<file path="config.mk">
export PLATFORM = sky130hd
export DESIGN_NAME = ste_ctrl
export DESIGN_NICKNAME = d
export VERILOG_FILES = /design/src/rtl/core/ste_pkg.sv /design/src/rtl/core/ste_ctrl.sv
export SDC_FILE = /design/constraint.sdc
export NUM_CORES = 1
export LEC_CHECK = 0
export ABC_AREA = 1
export BUFFER_PORTS_ARGS = -buffer_cell sky130_fd_sc_hd__buf_4
export CAP_MARGIN = 20
export CELL_PAD_IN_SITES_DETAIL_PLACEMENT = 1
export CELL_PAD_IN_SITES_GLOBAL_PLACEMENT = 1
export CORE_ASPECT_RATIO = 0.6
export CORE_MARGIN = 2
export CORE_UTILIZATION = 30
export DETAILED_ROUTE_END_ITERATION = 8
export PLACE_DENSITY_LB_ADDON = 0.1
export SYNTH_ARGS = -nofsm -noshare
export SYNTH_HDL_FRONTEND = slang
export SYNTH_SLANG_ARGS = --single-unit
</file>
<file path="constraint.sdc">
create_clock -name clk_i -period 1.75 [get_ports clk_i]
set_clock_uncertainty 0.2 [all_clocks]
set_input_delay 0.525 -clock clk_i [delete_from_list [all_inputs] [get_ports clk_i]]
set_output_delay 0.525 -clock clk_i [all_outputs]
set_load 0.1 [all_outputs]
</file>
<file path="src/rtl/core/ste_pkg.sv">
`default_nettype none

package ste_pkg;

  localparam int unsigned DEPTH    = 256;
  localparam int unsigned ELEM_W   = 32;
  localparam int unsigned ADDR_W   = $clog2(DEPTH);
  localparam int unsigned CNT_W    = $clog2(DEPTH + 1);
  localparam int unsigned POS_W    = 9;
  localparam int unsigned RND_W    = 15;
  localparam int unsigned BIT_W    = $clog2(RND_W);

  typedef enum logic [1:0] {
    ACT_APPEND  = 2'd0,
    ACT_SHUFFLE = 2'd1,
    ACT_READ    = 2'd2,
    ACT_CLEAR   = 2'd3
  } action_e;

  typedef enum logic [1:0] {
    ST_OK    = 2'd0,
    ST_FULL  = 2'd1,
    ST_RANGE = 2'd2
  } status_e;

  // RAM read address source
  typedef enum logic [1:0] {
    RSEL_POS,
    RSEL_CURSOR,
    RSEL_SWAP
  } rsel_e;

  // RAM write address/data source
  typedef enum logic [1:0] {
    WSEL_APPEND,
    WSEL_CURSOR,
    WSEL_SWAP
  } wsel_e;

  typedef struct packed {
    logic [1:0]        action;
    logic [ELEM_W-1:0] data_in;
    logic [POS_W-1:0]  position;
    logic [RND_W-1:0]  random_value;
  } ste_in_t;

  typedef struct packed {
    logic [1:0]        status;
    logic [ELEM_W-1:0] read_data;
    logic [CNT_W-1:0]  element_count;
    logic              pass_done;
  } ste_out_t;

  typedef struct packed {
    logic             latch_in;
    logic             append_store;
    logic             reload;
    logic             clear;
    logic             div_init;
    logic             div_step;
    logic [BIT_W-1:0] div_bit;
    logic             ram_re;
    rsel_e            rsel;
    logic             ram_we;
    wsel_e            wsel;
    logic             hold_i;
    logic             cursor_dec;
    logic             res_load;
    status_e          res_status;
    logic             res_done;
    logic             res_rdata;
  } ste_cmd_t;

  typedef struct packed {
    logic [1:0] action;
    logic       full;
    logic       lt2;
    logic       cur_zero;
    logic       cur_ge_cnt;
    logic       cur_one;
    logic       pos_oor;
  } ste_sts_t;

endpackage

`default_nettype wire

</file>
<file path="src/rtl/core/ste_ctrl.sv">
`default_nettype none

module ste_ctrl
  import ste_pkg::*;
(
  input  wire logic     clk_i,
  input  wire logic     rst_ni,
  input  wire logic     in_valid_i,
  output logic          in_stall_o,
  output logic          out_valid_o,
  input  wire logic     out_stall_i,
  input  wire ste_sts_t sts_i,
  output ste_cmd_t      cmd_o
);

  typedef enum logic [3:0] {
    S_IDLE,
    S_DECODE,
    S_DIVIDE,
    S_RD_I,
    S_RD_J,
    S_WR_I,
    S_WR_J,
    S_FINISH
  } state_e;

  state_e           state_q, state_d;
  logic [BIT_W-1:0] bit_q, bit_d;
  status_e          pend_status_q, pend_status_d;
  logic             pend_done_q, pend_done_d;
  logic             pend_rdata_q, pend_rdata_d;
  logic             out_valid_q, out_valid_d;

  always_comb begin
    state_d       = state_q;
    bit_d         = bit_q;
    pend_status_d = pend_status_q;
    pend_done_d   = pend_done_q;
    pend_rdata_d  = pend_rdata_q;

    cmd_o            = '0;
    cmd_o.rsel       = RSEL_POS;
    cmd_o.wsel       = WSEL_APPEND;
    cmd_o.res_status = pend_status_q;
    cmd_o.res_done   = pend_done_q;
    cmd_o.res_rdata  = pend_rdata_q;
    cmd_o.div_bit    = bit_q;

    case (state_q)
      S_IDLE: begin
        cmd_o.latch_in = in_valid_i;
        if (in_valid_i) begin
          state_d = S_DECODE;
        end
      end
      S_DECODE: begin
        pend_status_d = ST_OK;
        pend_done_d   = 1'b0;
        pend_rdata_d  = 1'b0;
        state_d       = S_FINISH;
        case (sts_i.action)
          ACT_APPEND: begin
            if (sts_i.full) begin
              cmd_o.reload  = 1'b1;
              pend_status_d = ST_FULL;
            end else begin
              cmd_o.append_store = 1'b1;
              cmd_o.ram_we       = 1'b1;
              cmd_o.wsel         = WSEL_APPEND;
            end
          end
          ACT_READ: begin
            if (sts_i.pos_oor) begin
              pend_status_d = ST_RANGE;
            end else begin
              cmd_o.ram_re = 1'b1;
              cmd_o.rsel   = RSEL_POS;
              pend_rdata_d = 1'b1;
            end
          end
          ACT_SHUFFLE: begin
            if (sts_i.lt2) begin
              pend_done_d = 1'b1;
            end else if (sts_i.cur_zero || sts_i.cur_ge_cnt) begin
              // pass already over: restart from the top
              cmd_o.reload = 1'b1;
              pend_done_d  = 1'b1;
            end else begin
              cmd_o.div_init = 1'b1;
              bit_d          = BIT_W'(RND_W - 1);
              state_d        = S_DIVIDE;
            end
          end
          default: begin
            cmd_o.clear = 1'b1;
          end
        endcase
      end
      S_DIVIDE: begin
        cmd_o.div_step = 1'b1;
        if (bit_q == '0) begin
          state_d = S_RD_I;
        end else begin
          bit_d = bit_q - BIT_W'(1);
        end
      end
      S_RD_I: begin
        cmd_o.ram_re = 1'b1;
        cmd_o.rsel   = RSEL_CURSOR;
        state_d      = S_RD_J;
      end
      S_RD_J: begin
        cmd_o.ram_re = 1'b1;
        cmd_o.rsel   = RSEL_SWAP;
        cmd_o.hold_i = 1'b1;
        state_d      = S_WR_I;
      end
      S_WR_I: begin
        cmd_o.ram_we = 1'b1;
        cmd_o.wsel   = WSEL_CURSOR;
        state_d      = S_WR_J;
      end
      S_WR_J: begin
        cmd_o.ram_we     = 1'b1;
        cmd_o.wsel       = WSEL_SWAP;
        cmd_o.cursor_dec = 1'b1;
        pend_done_d      = sts_i.cur_one;
        state_d          = S_FINISH;
      end
      S_FINISH: begin
        if (!out_valid_q || !out_stall_i) begin
          cmd_o.res_load = 1'b1;
          state_d        = S_IDLE;
        end
      end
      default: begin
        state_d = S_IDLE;
      end
    endcase
  end

  always_comb begin
    out_valid_d = out_valid_q;
    if (cmd_o.res_load) begin
      out_valid_d = 1'b1;
    end else if (!out_stall_i) begin
      out_valid_d = 1'b0;
    end
  end

  always_ff @(posedge clk_i or negedge rst_ni) begin
    if (!rst_ni) begin
      state_q       <= S_IDLE;
      bit_q         <= '0;
      pend_status_q <= ST_OK;
      pend_done_q   <= 1'b0;
      pend_rdata_q  <= 1'b0;
      out_valid_q   <= 1'b0;
    end else begin
      state_q       <= state_d;
      bit_q         <= bit_d;
      pend_status_q <= pend_status_d;
      pend_done_q   <= pend_done_d;
      pend_rdata_q  <= pend_rdata_d;
      out_valid_q   <= out_valid_d;
    end
  end

  assign in_stall_o  = (state_q != S_IDLE);
  assign out_valid_o = out_valid_q;

  a_accept_decodes: assert property (@(posedge clk_i) disable iff (!rst_ni)
    (in_valid_i && !in_stall_o) |=> (state_q == S_DECODE))
    else $error("accepted request did not reach decode");

  a_no_overwrite: assert property (@(posedge clk_i) disable iff (!rst_ni)
    cmd_o.res_load |-> (!out_valid_q || !out_stall_i))
    else $error("result register overwritten while held");

  a_load_shows: assert property (@(posedge clk_i) disable iff (!rst_ni)
    cmd_o.res_load |=> out_valid_o)
    else $error("loaded result not presented");

  a_single_port: assert property (@(posedge clk_i) disable iff (!rst_ni)
    !(cmd_o.ram_we && cmd_o.ram_re))
    else $error("RAM read and write in the same cycle");

endmodule

`default_nettype wire

</file>
==> flow_summary.yaml, run 1 <==
die:
  boundaryPins: 37
  initial_core_util: 0.319
  rows: 14
  dieWidth_um: 71.1
  die_h_um: 44.2
synth:
  yosys.area.top_type_share: 0.371
  ys_top_cells_by_count: "nand2_1, nor2_1, inv_1, dfrtp_1, nand3_1"
  synth_warnings: 0
  yosysMostFrequentCell: "nand2_1"
  ys_async_sr_fraction: 1.00
  syn_area_per_cell_um2: 6.58
  ys_ff_latch: 12
  synth_ff_type: "dfrtp_1"
  synth_edf_count: 0
  yosys.cell_types.count: 21
  synth_area_leader_cell: "dfrtp_1"
  synthesis.nets: 136
  synth_area_um2: 810
  syn-instance-count: 123
  yosysSeqAreaShare: 0.371
  synth_area_leaders: "dfrtp_1, nand2_1, nor2_1, inv_1, nand3_1"
clock_network:
  clock-sinks: 12
  root_buffer: "clkbuf_8"
  cts_buffers: 3
  cts_max_level: 1
  clockBufferDepth: 2
run_status:
  stop_stage: "global routing (5_1_grt)"
  status: "did not finish"
  stop_error: "[ERROR DPL-0033] detailed placement checks failed during check placement."
place:
  hpwl_mm: 2.43
  routabilityCongestion: 0.772
  io_buffer_count: 36
sta:
  worstEndpointType: "top-level output"
  worst_endpoint: "cmd_o[20]"
grt:
  antenna_found_initial: 0
  grt_max_degree: 13
==> kinds of logic after synthesis <==
group           count (synthesis)  synth area share
compound gates                  7            0.0495
xor+xnor                        1            0.0108
fa+ha+maj                       1            0.0155
buf+inv                        23             0.139
flops                          12             0.371
simple gates                   79             0.414
==> timing repair <==
item,CTS
hold endpoints to repair,12
buffers inserted,9
setup endpoints to repair,22
gates resized for setup,67
hold buffers,1
pin swaps,9
==> metrics by stage <==
| stage | instances | area [um^2] | hold WS (ns) | util | worst slack [ns] |
|---|---|---|---|---|---|
| 4_1_cts | 227 | 1810 | 0.301 | 0.714 | -0.476 |
| 3_5_place_dp | 213 | 1400 | 0.185 | 0.552 | -0.529 |
| 3_3_place_gp | 213 | 1400 | 0.182 | 0.552 | -0.502 |
| 2_1_floorplan | 123 | 967 | 0.0294 | - | -0.919 |
==> run 2: changes to the inputs <==
--- a/config.mk
+++ b/config.mk
@@ -8,13 +8,10 @@
 export ABC_AREA = 1
 export BUFFER_PORTS_ARGS = -buffer_cell sky130_fd_sc_hd__buf_4
 export CAP_MARGIN = 20
-export CELL_PAD_IN_SITES_DETAIL_PLACEMENT = 1
-export CELL_PAD_IN_SITES_GLOBAL_PLACEMENT = 1
-export CORE_ASPECT_RATIO = 0.6
 export CORE_MARGIN = 2
-export CORE_UTILIZATION = 30
+export CORE_UTILIZATION = 20
 export DETAILED_ROUTE_END_ITERATION = 8
-export PLACE_DENSITY_LB_ADDON = 0.1
+export PLACE_DENSITY_LB_ADDON = 0.15
 export SYNTH_ARGS = -nofsm -noshare
 export SYNTH_HDL_FRONTEND = slang
 export SYNTH_SLANG_ARGS = --single-unit
==> run 2 against run 1 <==
  * The flow now finishes, with violations (negative setup slack)
  * Synthesized cell count stayed put
  * Area after synthesis did not move
==> flow_summary.yaml, run 2 <==
worst_hold_path:
  hold_path.class: "reg -> reg"
finish:
  n_fill_cell: 384
  fin_area_um2: 1900
  multiInputGateArea_um2: 603
  seq_area_um2: 313
  largest_register_ffs: 4
  final_cell_mix: "buf_4, nand2_1, buf_12"
  drive_gt1_frac: 0.622
  nets: 207
  synthToLayoutAreaGrowth_pct: 134
  diodes: 0
  top_register: "bit_q"
  layout_commonest_cell: "buf_4"
  largestRegisters: "bit_q (4), state_q (3), pend_status_q (2)"
synth:
  syn-instance-count: 123
  yosysSeqAreaShare: 0.371
  synth_area_um2: 810
  yosys.cell_types.count: 21
  synth_warnings: 0
  yosys.area.top_type_share: 0.371
  syn_area_per_cell_um2: 6.58
  synth_area_leader_cell: "dfrtp_1"
  synth_edf_count: 0
  synthesis.nets: 136
  ys_top_cells_by_count: "nand2_1, nor2_1, inv_1, dfrtp_1, nand3_1"
  synth_ff_type: "dfrtp_1"
  ys_async_sr_fraction: 1.00
  synth_area_leaders: "dfrtp_1, nand2_1, nor2_1, inv_1, nand3_1"
  yosysMostFrequentCell: "nand2_1"
  ys_ff_latch: 12
critical_path:
  cp-start-kind: "flop"
  arrival_ns: 1.45
  worstPathRequired_ns: 1.02
  reg2reg_slack_ns: 0.11
  path_max_fanout: 3
  end_kind: "output port"
  path_class: "reg -> out"
run_status:
  failed_checks: "negative setup slack"
  status: "complete, but fails checks"
drt:
  drt_first_pass_iters: 4
  avgRoutedWirePerCell_um: 11.0
  wirelength_mm: 2.67
  drt-vias-per-instance: 4.18
  vias: 1015
  post-route-drc-count: 0
  drt-initial-drc-count: 23
  ant_nets: 0
place:
  placed_area_um2: 1420
  io_buffer_count: 36
  hpwl_mm: 2.08
  routabilityCongestion: 0.811
sta:
  post-route-worst-setup-slack_ns: -0.428
  setup_viol: 16
  timing.final.hold_violations: 0
  min_period_ns: 2.18
  period_share: 1.24
  max_freq_ghz: 0.459
  tightestPinTransition_ns: 0.263
  rsz0062_at_grt: "true"
  maxSlewViolCount: 0
  slew_headroom: 0.823
die:
  boundaryPins: 37
  dieWidth_um: 67.6
  rows: 23
  initial_core_util: 0.205
  core-area_um2: 3940
  die-area_um2: 4570
  die_h_um: 67.6
clock_network:
  cts_max_level: 1
  cts_tree: "done"
  cts_buffers: 3
  clockBufferDepth: 2
  root_buffer: "clkbuf_8"
  clk_latency_ns: 0.24
  clock-sinks: 12
  clk_pin_slew_ns: 0.06
run:
  drv_cap: 0
grt:
  grt_pass1_vias: 1060
  grt_max_degree: 13
  grt_usage: 0.130
  antenna_found_initial: 0
  grt.overflow.total: 0
  grt_pass1_wl_mm: 4.51
[run 2: cell counts after synthesis]
Identical to the previous run, type by type.
[run 2: layout make-up]
class | instances | share of cell area
Inverter | 17 | 0.0409
Clock buffer | 4 | 0.0290
Sequential cell | 12 | 0.165
Tap cell | 50 | 0.0330
Timing Repair Buffer | 72 | 0.414
Multi-Input combinational cell | 88 | 0.318
[run 2: critical path, stage by stage, from the launching register on]
cell,delay (ns)
dfrtp_1,0.41
nor2_4,0.14
nand2_2,0.07
buf_6,0.13
nor3_4,0.13
or2_4,0.16
buf_12,0.16
[run 2: cell families (layout without fill, tap and decap cells)]
kind of cell             after synthesis  count (layout)  synth area share
flip-flops                            12              12             0.371
buffers and inverters                 23              93             0.139
XOR/XNOR                               1               1            0.0108
AO/OA/AOI/OAI                          7               7            0.0495
AND/OR/NAND/NOR                       79              79             0.414
adder cells (fa/ha/maj)                1               1            0.0155
[run 2: path summary, 6_finish.rpt]
path / cells after the start / start / endpoint
max in group asynchronous: 2 / rst_ni / out_valid_o
worst min-delay path: 2 / pend_status_q[0] / pend_status_q[0]
worst max-delay path: 6 / state_q[2] / cmd_o[9]
worst min register to register: 2 / pend_status_q[0] / pend_status_q[0]
min in group asynchronous: 2 / rst_ni / pend_status_q[0]
worst max register to register: 9 / state_q[2] / bit_q[3]
[run 2: metrics by stage]
step	TNS (ns)	util	hold slack (ns)	worst slack [ns]	instances
after global placement	-3.83	0.361	0.186	-0.443	231
after floorplan	-8.22	-	0.0294	-0.919	123
after CTS	-5.73	0.467	0.289	-0.442	243
after detailed placement	-4.00	0.361	0.188	-0.468	231
after global routing	-6.51	0.481	0.319	-0.499	243
final	-5.36	0.481	0.282	-0.428	243
[run 2: timing repair]
item,4_1_cts,5_1_grt
pin swaps,7,3
endpoints found under the hold margin,12,0
setup endpoints to repair,16,23
buffers inserted,7,2
hold buffers,1,0
gates resized for setup,77,13
cloned,0,0
[run 2: per-layer routing]
metal	global-route usage	wire length, um	vias to the layer above
li1	-	-	521
met1	0.153	1140	470
met2	0.234	1420	22
met3	0.0250	93	2
met4	0.0434	20	0
met5	0	0	-
Power of run 2 is left out: the tool's default activity adds up to more than one toggle a clock period on the data nets, which glitch-free logic cannot reach.
==> run 3: changes to the inputs <==
--- a/config.mk
+++ b/config.mk
@@ -11,6 +11,7 @@
 export CORE_MARGIN = 2
 export CORE_UTILIZATION = 20
 export DETAILED_ROUTE_END_ITERATION = 8
+export MAX_ROUTING_LAYER = met4
 export PLACE_DENSITY_LB_ADDON = 0.15
 export SYNTH_ARGS = -nofsm -noshare
 export SYNTH_HDL_FRONTEND = slang
==> run 3 against run 2 <==
  * Critical path depth unchanged
  * Die area is the same
  * Design area did not move
  * Worst setup slack hardly changed
  * Fmax is essentially flat
  * Flip-flop and latch count stayed put
  * Critical path type unchanged
  * Worst hold slack barely moved
  * The run still ends with negative setup slack left
  * Register-to-register slack is essentially flat
==> flow_summary.yaml, run 3 (synthesis results as in run 2) <==
finish:
  largest_register_ffs: 4
  fin_util: 0.481
  layout_commonest_cell: "buf_4"
  diodes: 0
  drive_gt1_frac: 0.622
  final_cell_mix: "buf_4, nand2_1, buf_12"
  largestRegisters: "bit_q (4), state_q (3), pend_status_q (2)"
  nets: 207
  synthToLayoutAreaGrowth_pct: 134
  top_register: "bit_q"
  fin_cells: 243
clock_network:
  root_buffer: "clkbuf_8"
  clk_latency_ns: 0.24
  clk_pin_slew_ns: 0.06
  cts_tree: "done"
  clockBufferDepth: 2
  cts_max_level: 1
  cts_buffers: 3
  clock-sinks: 12
grt:
  grt_pass1_wl_mm: 4.51
  grt_pass1_vias: 1059
  antenna_found_initial: 0
  grt_usage: 0.134
  grt_max_degree: 13
  grt.overflow.total: 0
critical_path:
  reg2reg_to: "bit_q[3]"
  reg2reg_slack_ns: 0.11
  arrival_ns: 1.45
  crit_buf_inv: 2
  max_stage_delay_ns: 0.41
  r2r-start: "state_q[2]"
  path_class: "reg -> out"
  end_kind: "output port"
  worstPathRequired_ns: 1.02
  r2r_cells: 9
  crit_chain: "nor2_4 > nand2_2 > buf_6 > nor3_4 > or2_4 > buf_12"
  critPathTopFamily: "simple AND/OR/NAND/NOR gates"
  cp_slowest_cell: "dfrtp_1"
  cp-start-kind: "flop"
  path_max_fanout: 3
drt:
  ant_nets: 0
  vias: 1018
  drt_first_pass_iters: 4
  drt-vias-per-instance: 4.19
  post-route-drc-count: 0
  drt-initial-drc-count: 26
  avgRoutedWirePerCell_um: 10.9
  wirelength_mm: 2.66
die:
  rows: 23
  core-area_um2: 3940
  dieWidth_um: 67.6
  die_h_um: 67.6
  boundaryPins: 37
  die-area_um2: 4570
  initial_core_util: 0.205
sta:
  max_freq_ghz: 0.459
  timing.final.hold_violations: 0
  period_share: 1.24
  setup_viol: 16
  maxSlewViolCount: 0
  rsz0062_at_grt: "true"
  slew_headroom: 0.823
  post-route-worst-setup-slack_ns: -0.428
  min_period_ns: 2.18
  tightestPinTransition_ns: 0.263
worst_hold_path:
  hold_path.class: "reg -> reg"
  worstHoldStart: "pend_status_q[0]"
  hold_end: "pend_status_q[0]"
  min_path_cells: 2
place:
  hpwl_mm: 2.08
  io_buffer_count: 36
  dp.cells: 231
  routabilityCongestion: 0.823
  pre_cts_slack_ns: -0.468
run_status:
  status: "complete, but fails checks"
  failed_checks: "negative setup slack"
run:
  drv_cap: 0
==> run 3: layout make-up <==
cell class	count	area [um^2]
fill	384	2050
sequential	12	313
tap	50	62.6
inverter	17	77.6
multi-input combinational	88	603
timing repair buffer	72	785
clock buffer	4	55.1
==> run 3: timing repair <==
item                                    in CTS  in global routing
gates resized for setup                     77                 13
hold buffers                                 1                  0
setup buffers                                7                  2
endpoints found under the hold margin       12                  0
pin swaps                                    7                  3
endpoints found under the setup margin      16                 23
==> run 3: how the worst max path moves through the flow <==
| stage | end | cells after the start | slack [ns] | start |
|---|---|---|---|---|
| detailed placement | cmd_o[18] | 7 | -0.47 | sts_i[6] |
| CTS | cmd_o[8] | 6 | -0.44 | state_q[2] |
| global route | cmd_o[9] | 6 | -0.50 | state_q[2] |
| floorplan | cmd_o[9] | 4 | -0.92 | state_q[1] |
| global placement | cmd_o[18] | 6 | -0.44 | sts_i[7] |
| finish | cmd_o[9] | 6 | -0.43 | state_q[2] |
==> run 3: routing by layer <==
layer	routed length [um]	track usage	vias to the layer above
met2	1420	0.234	25
met4	21	0.0434	0
met1	1120	0.154	470
met3	96	0.0233	2
met5	0	-	-
li1	-	-	521
==> run 3: through the flow <==
step / hold slack, ns / TNS (ns) / cell area [um^2]
6_report: 0.282 / -5.36 / 1900
5_1_grt: 0.319 / -6.51 / 1900
4_1_cts: 0.289 / -5.73 / 1840
3_5_place_dp: 0.188 / -4.00 / 1420
3_3_place_gp: 0.186 / -3.83 / 1420
2_1_floorplan: 0.0294 / -8.22 / 967
==> run 3: worst min-delay path, cell delays in order, from the launching register on <==
cell,delay (ns)
dfrtp_1,0.34
nand2_1,0.05
nand2_1,0.05
Power of run 3 is left out for the same reason.
